--- config.mk ---
export PLATFORM = sky130hd
export DESIGN_NAME = nasch_traffic_vehicle_update
export DESIGN_NICKNAME = d
export VERILOG_FILES = /design/src/sv/nasch_pkg.sv /design/src/sv/nasch_vehicle_mem.sv /design/src/sv/nasch_occ_mem.sv /design/src/sv/nasch_traffic_vehicle_update.sv
export SDC_FILE = /design/constraint.sdc
export NUM_CORES = 1
export LEC_CHECK = 0
export BUFFER_PORTS_ARGS = -buffer_cell sky130_fd_sc_hd__buf_2
export CORE_UTILIZATION = 57
export DETAILED_ROUTE_END_ITERATION = 8
export PLACE_DENSITY = 0.82
export SLEW_MARGIN = 10
export SYNTH_ARGS = -nofsm -noshare
export SYNTH_HDL_FRONTEND = slang
export SYNTH_SLANG_ARGS = --single-unit
--- constraint.sdc ---
create_clock -name clk -period 5.95 [get_ports clk]
set_clock_uncertainty 0.2 [all_clocks]
set_input_delay 0.8925 -clock clk [delete_from_list [all_inputs] [get_ports clk]]
set_output_delay 0.8925 -clock clk [all_outputs]
set_load 0.05 [all_outputs]
--- src/sv/nasch_pkg.sv ---
// Shared types and constants for the traffic vehicle update block.
// Beat layouts, status and operation codes, config register indexes.
// No dependencies.
`default_nettype none

package nasch_pkg;

    // Defaults for the top-level parameters
    localparam int LANE_CELLS_DEF    = 32;
    localparam int LANE_TOTAL_DEF    = 2;
    localparam int VEHICLE_SLOTS_DEF = 32;

    // Field widths fixed by the beat layouts
    localparam int SPEED_W     = 3;
    localparam int THRESH_W    = 7;
    localparam int SLOT_W      = 5;
    localparam int POS_W       = 5;
    localparam int CFG_INDEX_W = 1;
    localparam int CFG_DATA_W  = 7;
    localparam int MAX_SPEED   = 7;

    // Operation codes
    localparam logic OP_PLACE  = 1'b0;
    localparam logic OP_UPDATE = 1'b1;

    // Status codes
    localparam logic [1:0] STATUS_DONE     = 2'd0;
    localparam logic [1:0] STATUS_LEFT     = 2'd1;
    localparam logic [1:0] STATUS_ABSENT   = 2'd2;
    localparam logic [1:0] STATUS_OCCUPIED = 2'd3;

    // Configuration register indexes and reset values
    localparam logic [CFG_INDEX_W-1:0] CFG_SLOWDOWN    = 1'd0;
    localparam logic [CFG_INDEX_W-1:0] CFG_SPEED_LIMIT = 1'd1;
    localparam logic [THRESH_W-1:0]    THRESH_RESET    = 7'd50;
    localparam logic [SPEED_W-1:0]     LIMIT_RESET     = 3'd5;

    typedef struct packed {
        logic                operation;
        logic [SLOT_W-1:0]   vehicle_index;
        logic                lane_index;
        logic [POS_W-1:0]    cell_position;
        logic [SPEED_W-1:0]  initial_speed;
        logic [THRESH_W-1:0] random_draw;
    } item_t;

    typedef struct packed {
        logic [1:0]         status;
        logic [SPEED_W-1:0] result_speed;
        logic               result_lane;
        logic [POS_W-1:0]   result_position;
    } result_t;

    // Port command of a memory with one read port and one write port
    typedef struct packed {
        logic rd_en;
        logic wr_en;
    } mem_cmd_t;

endpackage

`default_nettype wire

--- src/sv/nasch_vehicle_mem.sv ---
// Vehicle table: speed, lane and cell per slot in a synchronous memory,
// present flags in flops cleared at reset. Depends on nasch_pkg.
`default_nettype none

module nasch_vehicle_mem
    import nasch_pkg::*;
#(
    parameter int VEHICLE_SLOTS = VEHICLE_SLOTS_DEF,
    parameter int LANE_W        = 1,
    parameter int CELL_W        = 5,
    parameter int ADDR_W        = 5
) (
    input  wire logic               clk,
    input  wire logic               rst_n,
    input  wire mem_cmd_t           cmd,
    input  wire logic [ADDR_W-1:0]  rd_addr,
    input  wire logic [ADDR_W-1:0]  wr_addr,
    input  wire logic               wr_present,
    input  wire logic [SPEED_W-1:0] wr_speed,
    input  wire logic [LANE_W-1:0]  wr_lane,
    input  wire logic [CELL_W-1:0]  wr_pos,
    output logic                    rd_present,
    output logic [SPEED_W-1:0]      rd_speed,
    output logic [LANE_W-1:0]       rd_lane,
    output logic [CELL_W-1:0]       rd_pos
);

    localparam int ENTRY_W = SPEED_W + LANE_W + CELL_W;

    logic [ENTRY_W-1:0]       entries [VEHICLE_SLOTS];
    logic [VEHICLE_SLOTS-1:0] present_reg;
    logic                     rd_present_reg;
    logic [ENTRY_W-1:0]       rd_entry_reg;

    always_ff @(posedge clk or negedge rst_n)
    begin
        if (!rst_n)
        begin
            present_reg    <= '0;
            rd_present_reg <= 1'b0;
        end
        else
        begin
            if (cmd.wr_en)
            begin
                present_reg[wr_addr] <= wr_present;
            end
            if (cmd.rd_en)
            begin
                rd_present_reg <= present_reg[rd_addr];
            end
        end
    end

    always_ff @(posedge clk)
    begin
        if (cmd.wr_en)
        begin
            entries[wr_addr] <= {wr_speed, wr_lane, wr_pos};
        end
        if (cmd.rd_en)
        begin
            rd_entry_reg <= entries[rd_addr];
        end
    end

    assign rd_present = rd_present_reg;
    assign {rd_speed, rd_lane, rd_pos} = rd_entry_reg;

endmodule

`default_nettype wire

--- src/sv/nasch_occ_mem.sv ---
// Cell occupancy map: one row of cell flags per lane in a synchronous
// memory; a row never written reads as empty. Depends on nasch_pkg.
`default_nettype none

module nasch_occ_mem
    import nasch_pkg::*;
#(
    parameter int LANE_CELLS = LANE_CELLS_DEF,
    parameter int LANE_TOTAL = LANE_TOTAL_DEF,
    parameter int LANE_W     = 1
) (
    input  wire logic                  clk,
    input  wire logic                  rst_n,
    input  wire mem_cmd_t              cmd,
    input  wire logic [LANE_W-1:0]     rd_addr,
    input  wire logic [LANE_W-1:0]     wr_addr,
    input  wire logic [LANE_CELLS-1:0] wr_row,
    output logic [LANE_CELLS-1:0]      rd_row
);

    logic [LANE_CELLS-1:0] rows [LANE_TOTAL];
    logic [LANE_TOTAL-1:0] row_valid_reg;
    logic                  rd_hit_reg;
    logic [LANE_CELLS-1:0] rd_row_reg;

    always_ff @(posedge clk or negedge rst_n)
    begin
        if (!rst_n)
        begin
            row_valid_reg <= '0;
            rd_hit_reg    <= 1'b0;
        end
        else
        begin
            if (cmd.wr_en)
            begin
                row_valid_reg[wr_addr] <= 1'b1;
            end
            if (cmd.rd_en)
            begin
                rd_hit_reg <= row_valid_reg[rd_addr];
            end
        end
    end

    always_ff @(posedge clk)
    begin
        if (cmd.wr_en)
        begin
            rows[wr_addr] <= wr_row;
        end
        if (cmd.rd_en)
        begin
            rd_row_reg <= rows[rd_addr];
        end
    end

    // A lane not yet written holds stale data: show it empty
    assign rd_row = rd_hit_reg ? rd_row_reg : '0;

endmodule

`default_nettype wire

--- src/sv/nasch_traffic_vehicle_update.sv ---
// Top level of the traffic vehicle update block: sequencer, rule logic,
// config registers and result register. Depends on nasch_pkg,
// nasch_vehicle_mem and nasch_occ_mem.
//
// Nagel-Schreckenberg traffic update, one vehicle per beat. A place beat
// puts a vehicle on a free cell; an update beat accelerates, randomly slows,
// limits the move to the free gap ahead and moves the vehicle, which leaves
// once it passes the lane end. Each beat runs a read-modify-write over two
// memories in turn: the vehicle table, then the occupancy row of one lane;
// a beat whose answer is known from the vehicle entry alone ends after the
// vehicle read; a placement that moves a vehicle to another lane touches
// two occupancy rows. A beat holds the block from accept until its result is
// registered. The next beat is accepted in the cycle after the result is
// registered, even if that result is not yet taken; a beat whose result
// finds the previous one still waiting holds in its last state until that
// one is taken. No clearing pass is needed after reset. Config writes must
// go in only while the block is idle; the block itself does not enforce it.
`default_nettype none

module nasch_traffic_vehicle_update
    import nasch_pkg::*;
#(
    parameter int LANE_CELLS    = LANE_CELLS_DEF,
    parameter int LANE_TOTAL    = LANE_TOTAL_DEF,
    parameter int VEHICLE_SLOTS = VEHICLE_SLOTS_DEF
) (
    input  wire logic                   clk,
    input  wire logic                   rst_n,
    input  wire logic                   item_valid,
    output logic                        item_ready,
    input  wire item_t                  item,
    output logic                        result_valid,
    input  wire logic                   result_ready,
    output result_t                     result,
    input  wire logic                   cfg_write,
    input  wire logic [CFG_INDEX_W-1:0] cfg_index,
    input  wire logic [CFG_DATA_W-1:0]  cfg_data
);

    localparam int CELL_W  = $clog2(LANE_CELLS);
    localparam int LANE_W  = (LANE_TOTAL > 1) ? $clog2(LANE_TOTAL) : 1;
    localparam int ADDR_W  = (VEHICLE_SLOTS > 1) ? $clog2(VEHICLE_SLOTS) : 1;
    localparam int ROW_PAD = 2 ** CELL_W;

    localparam logic [8:0]      SLOT_LIMIT = 9'(VEHICLE_SLOTS);
    localparam logic [8:0]      LANE_LIMIT = 9'(LANE_TOTAL);
    localparam logic [8:0]      CELL_LIMIT = 9'(LANE_CELLS);
    localparam logic [CELL_W:0] CELL_END   = (CELL_W+1)'(LANE_CELLS);

    typedef enum logic [2:0] {
        S_IDLE,
        S_VREAD,
        S_PLACE_CHK,
        S_PLACE_OLD,
        S_UPD
    } state_t;

    state_t         state_reg, state_next;
    logic           result_valid_reg, result_valid_next;
    result_t        result_reg, result_next;
    item_t          item_reg;
    logic           load_item;
    logic [SPEED_W-1:0] v_reg, v_next;

    logic [THRESH_W-1:0] thresh_reg;
    logic [SPEED_W-1:0]  limit_reg;

    mem_cmd_t            veh_cmd;
    logic [ADDR_W-1:0]   veh_rd_addr;
    logic [ADDR_W-1:0]   veh_wr_addr;
    logic                veh_wr_present;
    logic [SPEED_W-1:0]  veh_wr_speed;
    logic [LANE_W-1:0]   veh_wr_lane;
    logic [CELL_W-1:0]   veh_wr_pos;
    logic                veh_present;
    logic [SPEED_W-1:0]  veh_speed;
    logic [LANE_W-1:0]   veh_lane;
    logic [CELL_W-1:0]   veh_pos;

    mem_cmd_t              occ_cmd;
    logic [LANE_W-1:0]     occ_rd_addr;
    logic [LANE_W-1:0]     occ_wr_addr;
    logic [LANE_CELLS-1:0] occ_wr_row;
    logic [LANE_CELLS-1:0] occ_rd_row;
    logic [ROW_PAD-1:0]    occ_row_pad;

    logic                in_slot_ok;
    logic                slot_ok;
    logic                road_ok;
    logic [ADDR_W-1:0]   slot_addr;
    logic [LANE_W-1:0]   new_lane;
    logic [CELL_W-1:0]   new_pos;
    logic [SPEED_W-1:0]  place_speed;
    logic [SPEED_W-1:0]  acc_v;
    logic                own_cell;
    logic [ROW_PAD-1:0]  place_row;
    logic [SPEED_W-1:0]  gap_v;
    logic [CELL_W:0]     up_np;
    logic                up_left;
    logic [ROW_PAD-1:0]  up_row;
    logic                can_finish;

    function automatic logic [ROW_PAD-1:0] cell_bit(input logic [CELL_W-1:0] p);
        cell_bit = ROW_PAD'(1) << p;
    endfunction

    function automatic result_t make_result(
        input logic [1:0]         st,
        input logic [SPEED_W-1:0] sp,
        input logic [LANE_W-1:0]  ln,
        input logic [CELL_W:0]    ps
    );
        result_t r;
        r.status          = st;
        r.result_speed    = sp;
        r.result_lane     = ln[0];
        r.result_position = POS_W'(ps);
        make_result = r;
    endfunction

    nasch_vehicle_mem #(
        .VEHICLE_SLOTS (VEHICLE_SLOTS),
        .LANE_W        (LANE_W),
        .CELL_W        (CELL_W),
        .ADDR_W        (ADDR_W)
    ) u_vehicle_mem (
        .clk        (clk),
        .rst_n      (rst_n),
        .cmd        (veh_cmd),
        .rd_addr    (veh_rd_addr),
        .wr_addr    (veh_wr_addr),
        .wr_present (veh_wr_present),
        .wr_speed   (veh_wr_speed),
        .wr_lane    (veh_wr_lane),
        .wr_pos     (veh_wr_pos),
        .rd_present (veh_present),
        .rd_speed   (veh_speed),
        .rd_lane    (veh_lane),
        .rd_pos     (veh_pos)
    );

    nasch_occ_mem #(
        .LANE_CELLS (LANE_CELLS),
        .LANE_TOTAL (LANE_TOTAL),
        .LANE_W     (LANE_W)
    ) u_occ_mem (
        .clk     (clk),
        .rst_n   (rst_n),
        .cmd     (occ_cmd),
        .rd_addr (occ_rd_addr),
        .wr_addr (occ_wr_addr),
        .wr_row  (occ_wr_row),
        .rd_row  (occ_rd_row)
    );

    // Decode of the held beat
    assign in_slot_ok  = {4'b0, item.vehicle_index} < SLOT_LIMIT;
    assign slot_ok     = {4'b0, item_reg.vehicle_index} < SLOT_LIMIT;
    assign road_ok     = ({8'b0, item_reg.lane_index} < LANE_LIMIT)
                      && ({4'b0, item_reg.cell_position} < CELL_LIMIT);
    assign slot_addr   = ADDR_W'(item_reg.vehicle_index);
    assign new_lane    = LANE_W'(item_reg.lane_index);
    assign new_pos     = CELL_W'(item_reg.cell_position);
    assign place_speed = (item_reg.initial_speed < limit_reg) ? item_reg.initial_speed
                                                              : limit_reg;
    assign occ_row_pad = ROW_PAD'(occ_rd_row);
    assign own_cell    = veh_present && (veh_lane == new_lane) && (veh_pos == new_pos);
    assign can_finish  = !result_valid_reg || result_ready;

    // Accelerate to the limit, then the random slowdown with a floor at zero
    always_comb
    begin
        logic [SPEED_W:0] acc;
        acc = {1'b0, veh_speed} + (SPEED_W+1)'(1);
        if (acc > {1'b0, limit_reg})
        begin
            acc_v = limit_reg;
        end
        else
        begin
            acc_v = acc[SPEED_W-1:0];
        end
        if ((item_reg.random_draw < thresh_reg) && (acc_v != '0))
        begin
            acc_v = acc_v - SPEED_W'(1);
        end
    end

    // Same-lane placement frees the old cell in the same row
    always_comb
    begin
        place_row = occ_row_pad;
        if (veh_present && (veh_lane == new_lane))
        begin
            place_row = place_row & ~cell_bit(veh_pos);
        end
        place_row = place_row | cell_bit(new_pos);
    end

    // Gap scan: stop at the first occupied cell ahead within the speed
    always_comb
    begin
        logic [CELL_W:0] scan_p;
        logic            found;
        found = 1'b0;
        gap_v = v_reg;
        for (int d = 1; d <= MAX_SPEED; d++)
        begin
            scan_p = {1'b0, veh_pos} + (CELL_W+1)'(d);
            if (!found && (SPEED_W'(d) <= v_reg) && (scan_p < CELL_END)
                && occ_row_pad[scan_p[CELL_W-1:0]])
            begin
                gap_v = SPEED_W'(d - 1);
                found = 1'b1;
            end
        end
        up_np   = {1'b0, veh_pos} + (CELL_W+1)'(gap_v);
        up_left = up_np >= CELL_END;
        up_row  = occ_row_pad & ~cell_bit(veh_pos);
        if (!up_left)
        begin
            up_row = up_row | cell_bit(up_np[CELL_W-1:0]);
        end
    end

    always_comb
    begin
        state_next        = state_reg;
        result_valid_next = result_valid_reg && !result_ready;
        result_next       = result_reg;
        load_item         = 1'b0;
        v_next            = v_reg;
        veh_cmd           = '0;
        veh_rd_addr       = slot_addr;
        veh_wr_addr       = slot_addr;
        veh_wr_present    = 1'b1;
        veh_wr_speed      = place_speed;
        veh_wr_lane       = new_lane;
        veh_wr_pos        = new_pos;
        occ_cmd           = '0;
        occ_rd_addr       = new_lane;
        occ_wr_addr       = new_lane;
        occ_wr_row        = LANE_CELLS'(place_row);

        case (state_reg)
            S_IDLE:
            begin
                if (item_valid)
                begin
                    load_item     = 1'b1;
                    veh_cmd.rd_en = in_slot_ok;
                    veh_rd_addr   = ADDR_W'(item.vehicle_index);
                    state_next    = S_VREAD;
                end
            end

            S_VREAD:
            begin
                if (!slot_ok)
                begin
                    if (can_finish)
                    begin
                        result_valid_next = 1'b1;
                        result_next = make_result(STATUS_ABSENT, '0, '0, '0);
                        state_next  = S_IDLE;
                    end
                end
                else if (item_reg.operation == OP_PLACE)
                begin
                    if (!road_ok)
                    begin
                        if (can_finish)
                        begin
                            result_valid_next = 1'b1;
                            result_next = make_result(STATUS_OCCUPIED, '0, '0, '0);
                            state_next  = S_IDLE;
                        end
                    end
                    else
                    begin
                        occ_cmd.rd_en = 1'b1;
                        state_next    = S_PLACE_CHK;
                    end
                end
                else if (!veh_present)
                begin
                    if (can_finish)
                    begin
                        result_valid_next = 1'b1;
                        result_next = make_result(STATUS_ABSENT, '0, '0, '0);
                        state_next  = S_IDLE;
                    end
                end
                else
                begin
                    v_next        = acc_v;
                    occ_cmd.rd_en = 1'b1;
                    occ_rd_addr   = veh_lane;
                    state_next    = S_UPD;
                end
            end

            S_PLACE_CHK:
            begin
                if (occ_row_pad[new_pos] && !own_cell)
                begin
                    if (can_finish)
                    begin
                        result_valid_next = 1'b1;
                        result_next = make_result(STATUS_OCCUPIED, '0, '0, '0);
                        state_next  = S_IDLE;
                    end
                end
                else if (veh_present && (veh_lane != new_lane))
                begin
                    // Claim the new row now, free the old row in S_PLACE_OLD
                    occ_cmd.wr_en = 1'b1;
                    occ_cmd.rd_en = 1'b1;
                    occ_rd_addr   = veh_lane;
                    veh_cmd.wr_en = 1'b1;
                    state_next    = S_PLACE_OLD;
                end
                else if (can_finish)
                begin
                    occ_cmd.wr_en     = 1'b1;
                    veh_cmd.wr_en     = 1'b1;
                    result_valid_next = 1'b1;
                    result_next = make_result(STATUS_DONE, place_speed, new_lane,
                                              {1'b0, new_pos});
                    state_next  = S_IDLE;
                end
            end

            S_PLACE_OLD:
            begin
                if (can_finish)
                begin
                    occ_cmd.wr_en     = 1'b1;
                    occ_wr_addr       = veh_lane;
                    occ_wr_row        = LANE_CELLS'(occ_row_pad & ~cell_bit(veh_pos));
                    result_valid_next = 1'b1;
                    result_next = make_result(STATUS_DONE, place_speed, new_lane,
                                              {1'b0, new_pos});
                    state_next  = S_IDLE;
                end
            end

            S_UPD:
            begin
                if (can_finish)
                begin
                    occ_cmd.wr_en     = 1'b1;
                    occ_wr_addr       = veh_lane;
                    occ_wr_row        = LANE_CELLS'(up_row);
                    veh_cmd.wr_en     = 1'b1;
                    veh_wr_present    = !up_left;
                    veh_wr_speed      = gap_v;
                    veh_wr_lane       = veh_lane;
                    veh_wr_pos        = up_np[CELL_W-1:0];
                    result_valid_next = 1'b1;
                    if (up_left)
                    begin
                        result_next = make_result(STATUS_LEFT, '0, '0, '0);
                    end
                    else
                    begin
                        result_next = make_result(STATUS_DONE, gap_v, veh_lane, up_np);
                    end
                    state_next = S_IDLE;
                end
            end

            default:
            begin
                state_next = S_IDLE;
            end
        endcase
    end

    always_ff @(posedge clk or negedge rst_n)
    begin
        if (!rst_n)
        begin
            state_reg        <= S_IDLE;
            result_valid_reg <= 1'b0;
            result_reg       <= '0;
            v_reg            <= '0;
        end
        else
        begin
            state_reg        <= state_next;
            result_valid_reg <= result_valid_next;
            result_reg       <= result_next;
            v_reg            <= v_next;
        end
    end

    always_ff @(posedge clk)
    begin
        if (load_item)
        begin
            item_reg <= item;
        end
    end

    always_ff @(posedge clk or negedge rst_n)
    begin
        if (!rst_n)
        begin
            thresh_reg <= THRESH_RESET;
            limit_reg  <= LIMIT_RESET;
        end
        else if (cfg_write)
        begin
            case (cfg_index)
                CFG_SLOWDOWN:    thresh_reg <= cfg_data;
                CFG_SPEED_LIMIT: limit_reg  <= cfg_data[SPEED_W-1:0];
                default:         thresh_reg <= thresh_reg;
            endcase
        end
    end

    assign item_ready   = (state_reg == S_IDLE);
    assign result_valid = result_valid_reg;
    assign result       = result_reg;

`ifndef NO_ASSERTIONS
    a_occ_no_rw_same_row: assert property (@(posedge clk) disable iff (!rst_n)
        (occ_cmd.rd_en && occ_cmd.wr_en) |-> (occ_rd_addr != occ_wr_addr))
        else $error("occupancy row read and written in the same cycle");

    a_veh_no_rw_overlap: assert property (@(posedge clk) disable iff (!rst_n)
        !(veh_cmd.rd_en && veh_cmd.wr_en))
        else $error("vehicle table read and written in the same cycle");

    a_accept_starts_read: assert property (@(posedge clk) disable iff (!rst_n)
        (item_valid && item_ready) |=> (state_reg == S_VREAD))
        else $error("accepted beat did not start the vehicle read");

    a_result_from_work: assert property (@(posedge clk) disable iff (!rst_n)
        $rose(result_valid_reg) |-> ($past(state_reg) != S_IDLE))
        else $error("result raised without a beat in work");
`endif

endmodule

`default_nettype wire

==> impl_results.md <==
* Top post-synthesis cells by area: edfxtp_1, mux4_2, dfrtp_1, nand2_1, a21oi_1
* CP required at around 6 ns
* Post-synth top flop: edfxtp_1
* Synth Register Bits at 479
* CTS-repair resized insts at 0
* Status: complete, no violations
* Slowest stage cell on the critical path: nor3_1
* Setup-failing EPs final at 0
* Power per Cell Area at approximately 550 nW/µm²
* P&R area growth vs syn at 10.1%
* Port Buffers at 47
* Placement Rows at 73
* Share of the synthesized area in the top cell type at between 50% and 60%
* Post-Route WL at a little over 60000 µm
* Clock Tree Buf Depth at 3
* Clock slew at reported path FFs at roughly 0.060 ns
* Synth Area per Inst at 14.0 µm²
* Largest regs: u_vehicle_mem.entries (288), u_occ_mem.rows (64)
* Mapped Nets at 1715
* Hold path startpoint: item[4]
* Num CTS Buffers at between 40 and 50
* Setup slack, reg-to-reg at 0.29 ns
* CTS root buffer: clkbuf_16
* Reg2Reg Capture Point: u_occ_mem.rows[0][9]$_DFFE_PP_
* Die area at between 40000 and 50000 µm²
* CTS sink count at around 480
* Initial Util at 58.0%
* EDFF count, synth at between 400 and 500
* GRT Total Usage at slightly below 30%
* Postcts setup bufs at 0
* Most frequent cell on the critical path: mux4_2
* Vias in the first global route at roughly 15k
* Max Fclk at ~180 MHz
* Worst path top cell family by delay: compound AO/OA/AOI/OAI gates
* Distinct cells, synth at 70
* Final Slew Violations at 0
* FFs w/ async S/R, synth at about an eighth
* Worst Path Buf+Inv at 2
* Busiest grt layer: met2
* Final hold slack at 0.269 ns
* Sequential fraction of the synthesis area at roughly three fifths
* Final Hold Vio Count at 0
* WL per Instance at around 27 µm
* P_leak at 8.89 nW
* GRT met2 Usage at ~46%
* RSZ-0062 raised after global routing: false
* Worst IR Drop VDD at ~430 µV
* Critical Path Max Stage Delay at ~0.63 ns
* CORE AREA at 39800 µm²
* Setup WS pre-CTS at between 0.2 and 0.3 ns
* Crit path arrival time at between 5 and 6 ns
* Worst Hold Class: input pin to flop
* CP Launch Type: flop
* Synth area leader: edfxtp_1
* Drt initial violations at about 2.1k
* Antenna violations before repair at 0
* Minimum clock period at between 5 and 6 ns
* Max H-tree Level at 2
* DP HPWL at 39400 µm
* Die Y-Extent at just over 200 µm
* Final Core Density at 63.9%
* Final setup TNS at 0 ns
* Fin crit share at 95.1%
* Residual DRC at 0
* Routability cong. at 0.962
* TritonCTS clock tree: done
* Skew-Pair Late Insertion Delay at between 0.6 and 0.7 ns
* DR vias/cell at 6.93
* Cell Area, Synth at between 20000 and 25000 µm²
* Layout Nets at around 1.8k
* GRT Residual Overflow at 0
* Slack of the critical path at 0.291 ns
* Horiz. Die Dim at about 200 µm
* Pre-antenna DRT Iters at 7
* Met1 Use GR at around two fifths
* First-pass GRT wire length at 91800 µm
* Synth warn at 0
* Met3 GRT Util at under 10%
* Layout fillers at around 2.7k
* Sink of the worst hold path: item_reg[4]$_DFFE_PP_
* Critical-path cell list: inv_1, ha_2, mux4_2, mux4_2, nand3_1, o211ai_1, a31oi_1, ha_1, a21o_1, a21oi_1, nor2_1, buf_4, nor3_1, nand2_1, o21ai_0
* Share of layout cells above drive strength 1 at a little under a fifth
* Cts hold-fix bufs at 0
* Via count at about 16k
* Critical path capture point type: flop
* Slew headroom at between 20% and 30%
* Final Power at between 10 and 15 mW
* Largest Register: u_vehicle_mem.entries
* Post-DRT Antenna Nets at 0
* Setup CP Type: flop to flop
* Max reg flops at approximately 290
* Num ports at 48
* R2R depth at 15
* Largest net degree at the start of global routing at 65
* Worst-margin pin slew at around 1.2 ns
* Peak fanout along the critical path at 15
* R2r startpoint: u_vehicle_mem.rd_entry_reg[1]$_DFFE_PP_
* Cells on Worst Hold Path at 1
* Max Cap Violations at 0
* Synth Instances at ~1.6k
-- routing by layer --
metal  routed length [µm]  part of all wire [%]  up-vias
li1                     -                     -     6486
met1                22700                    37     7718
met2                28100                    46     1162
met3                 7390                    12      195
met4                 2630                   4.3        0
met5                    0                     0        -
-- worst max path at each step --
stage                                       startpoint                                     to  cells past startpoint
6_report       u_vehicle_mem.rd_entry_reg[1]$_DFFE_PP_         u_occ_mem.rows[0][9]$_DFFE_PP_                     15
3_3_place_gp   u_vehicle_mem.rd_entry_reg[1]$_DFFE_PP_         u_occ_mem.rows[0][0]$_DFFE_PP_                     15
5_1_grt        u_vehicle_mem.rd_entry_reg[1]$_DFFE_PP_         u_occ_mem.rows[1][4]$_DFFE_PP_                     16
3_5_place_dp   u_vehicle_mem.rd_entry_reg[1]$_DFFE_PP_         u_occ_mem.rows[0][4]$_DFFE_PP_                     15
2_1_floorplan  u_vehicle_mem.rd_entry_reg[1]$_DFFE_PP_  u_vehicle_mem.entries[0][4]$_DFFE_PP_                     20
4_1_cts        u_vehicle_mem.rd_entry_reg[1]$_DFFE_PP_         u_occ_mem.rows[0][4]$_DFFE_PP_                     15
-- where the power goes --
part | internal (mW) | leakage (nW) | switching, mW
clock network | 1.59 | 0.719 | 1.30
logic | 2.28 | 3.59 | 3.79
registers | 4.50 | 4.58 | 0.543
-- logic make-up after synthesis --
group / after synthesis / share of synthesized area, %
DFF: 479 / 60.9
and+or+nand+nor: 455 / 9.21
AOI/OAI and AO/OA: 305 / 8.35
muxes: 218 / 16.2
buffers and inverters: 129 / 2.48
adders and majority gates: 34 / 1.87
xor gates and xnor gates: 26 / 0.986
-- through the flow --
step	instance area, µm²	std cells
2_1_floorplan	23100	1646
3_3_place_gp	23900	2158
3_5_place_dp	23900	2158
4_1_cts	25400	2243
5_1_grt	25400	2243
6_report	25400	2245
-- cell usage after synthesis, types with 8 or more instances --
| cell type | number |
|---|---|
| mux2i_1 | 45 |
| a31oi_1 | 11 |
| clkbuf_1 | 62 |
| mux4_2 | 111 |
| o22ai_1 | 8 |
| and2_1 | 9 |
| a21oi_1 | 124 |
| buf_2 | 28 |
| a22oi_1 | 30 |
| xor2_1 | 11 |
| nand2_1 | 188 |
| mux2_1 | 35 |
| edfxtp_1 | 415 |
| inv_1 | 21 |
| ha_1 | 33 |
| xnor2_1 | 15 |
| nor2b_1 | 20 |
| nor3_1 | 8 |
| nand3_1 | 91 |
| nor2_1 | 73 |
| buf_1 | 9 |
| mux2_2 | 20 |
| nand2b_1 | 18 |
| o21ai_0 | 47 |
| a21o_1 | 12 |
| dfrtp_1 | 59 |
| o221ai_1 | 29 |
-- area by class of cell --
class	count	area [µm²]	area share, %
flip-flops and latches	479	14100	55.3
multi-input cells	1038	8530	33.5
clock buffers	54	1200	4.73
well taps	525	657	2.58
repair buffers	95	621	2.44
clock inverters	31	279	1.10
inverters	21	78.8	0.310
diodes	2	5.00	0.0197
-- layout by cell type (no fill, tap or decap), drive strengths merged, types with 55 or more instances in the layout --
cell,n
edfxtp,415
nand2,188
a21oi,124
mux4,116
buf,95
nand3,91
nor2,74
dfrtp,59
mux2,55
Power figures use the tool's default switching activity.
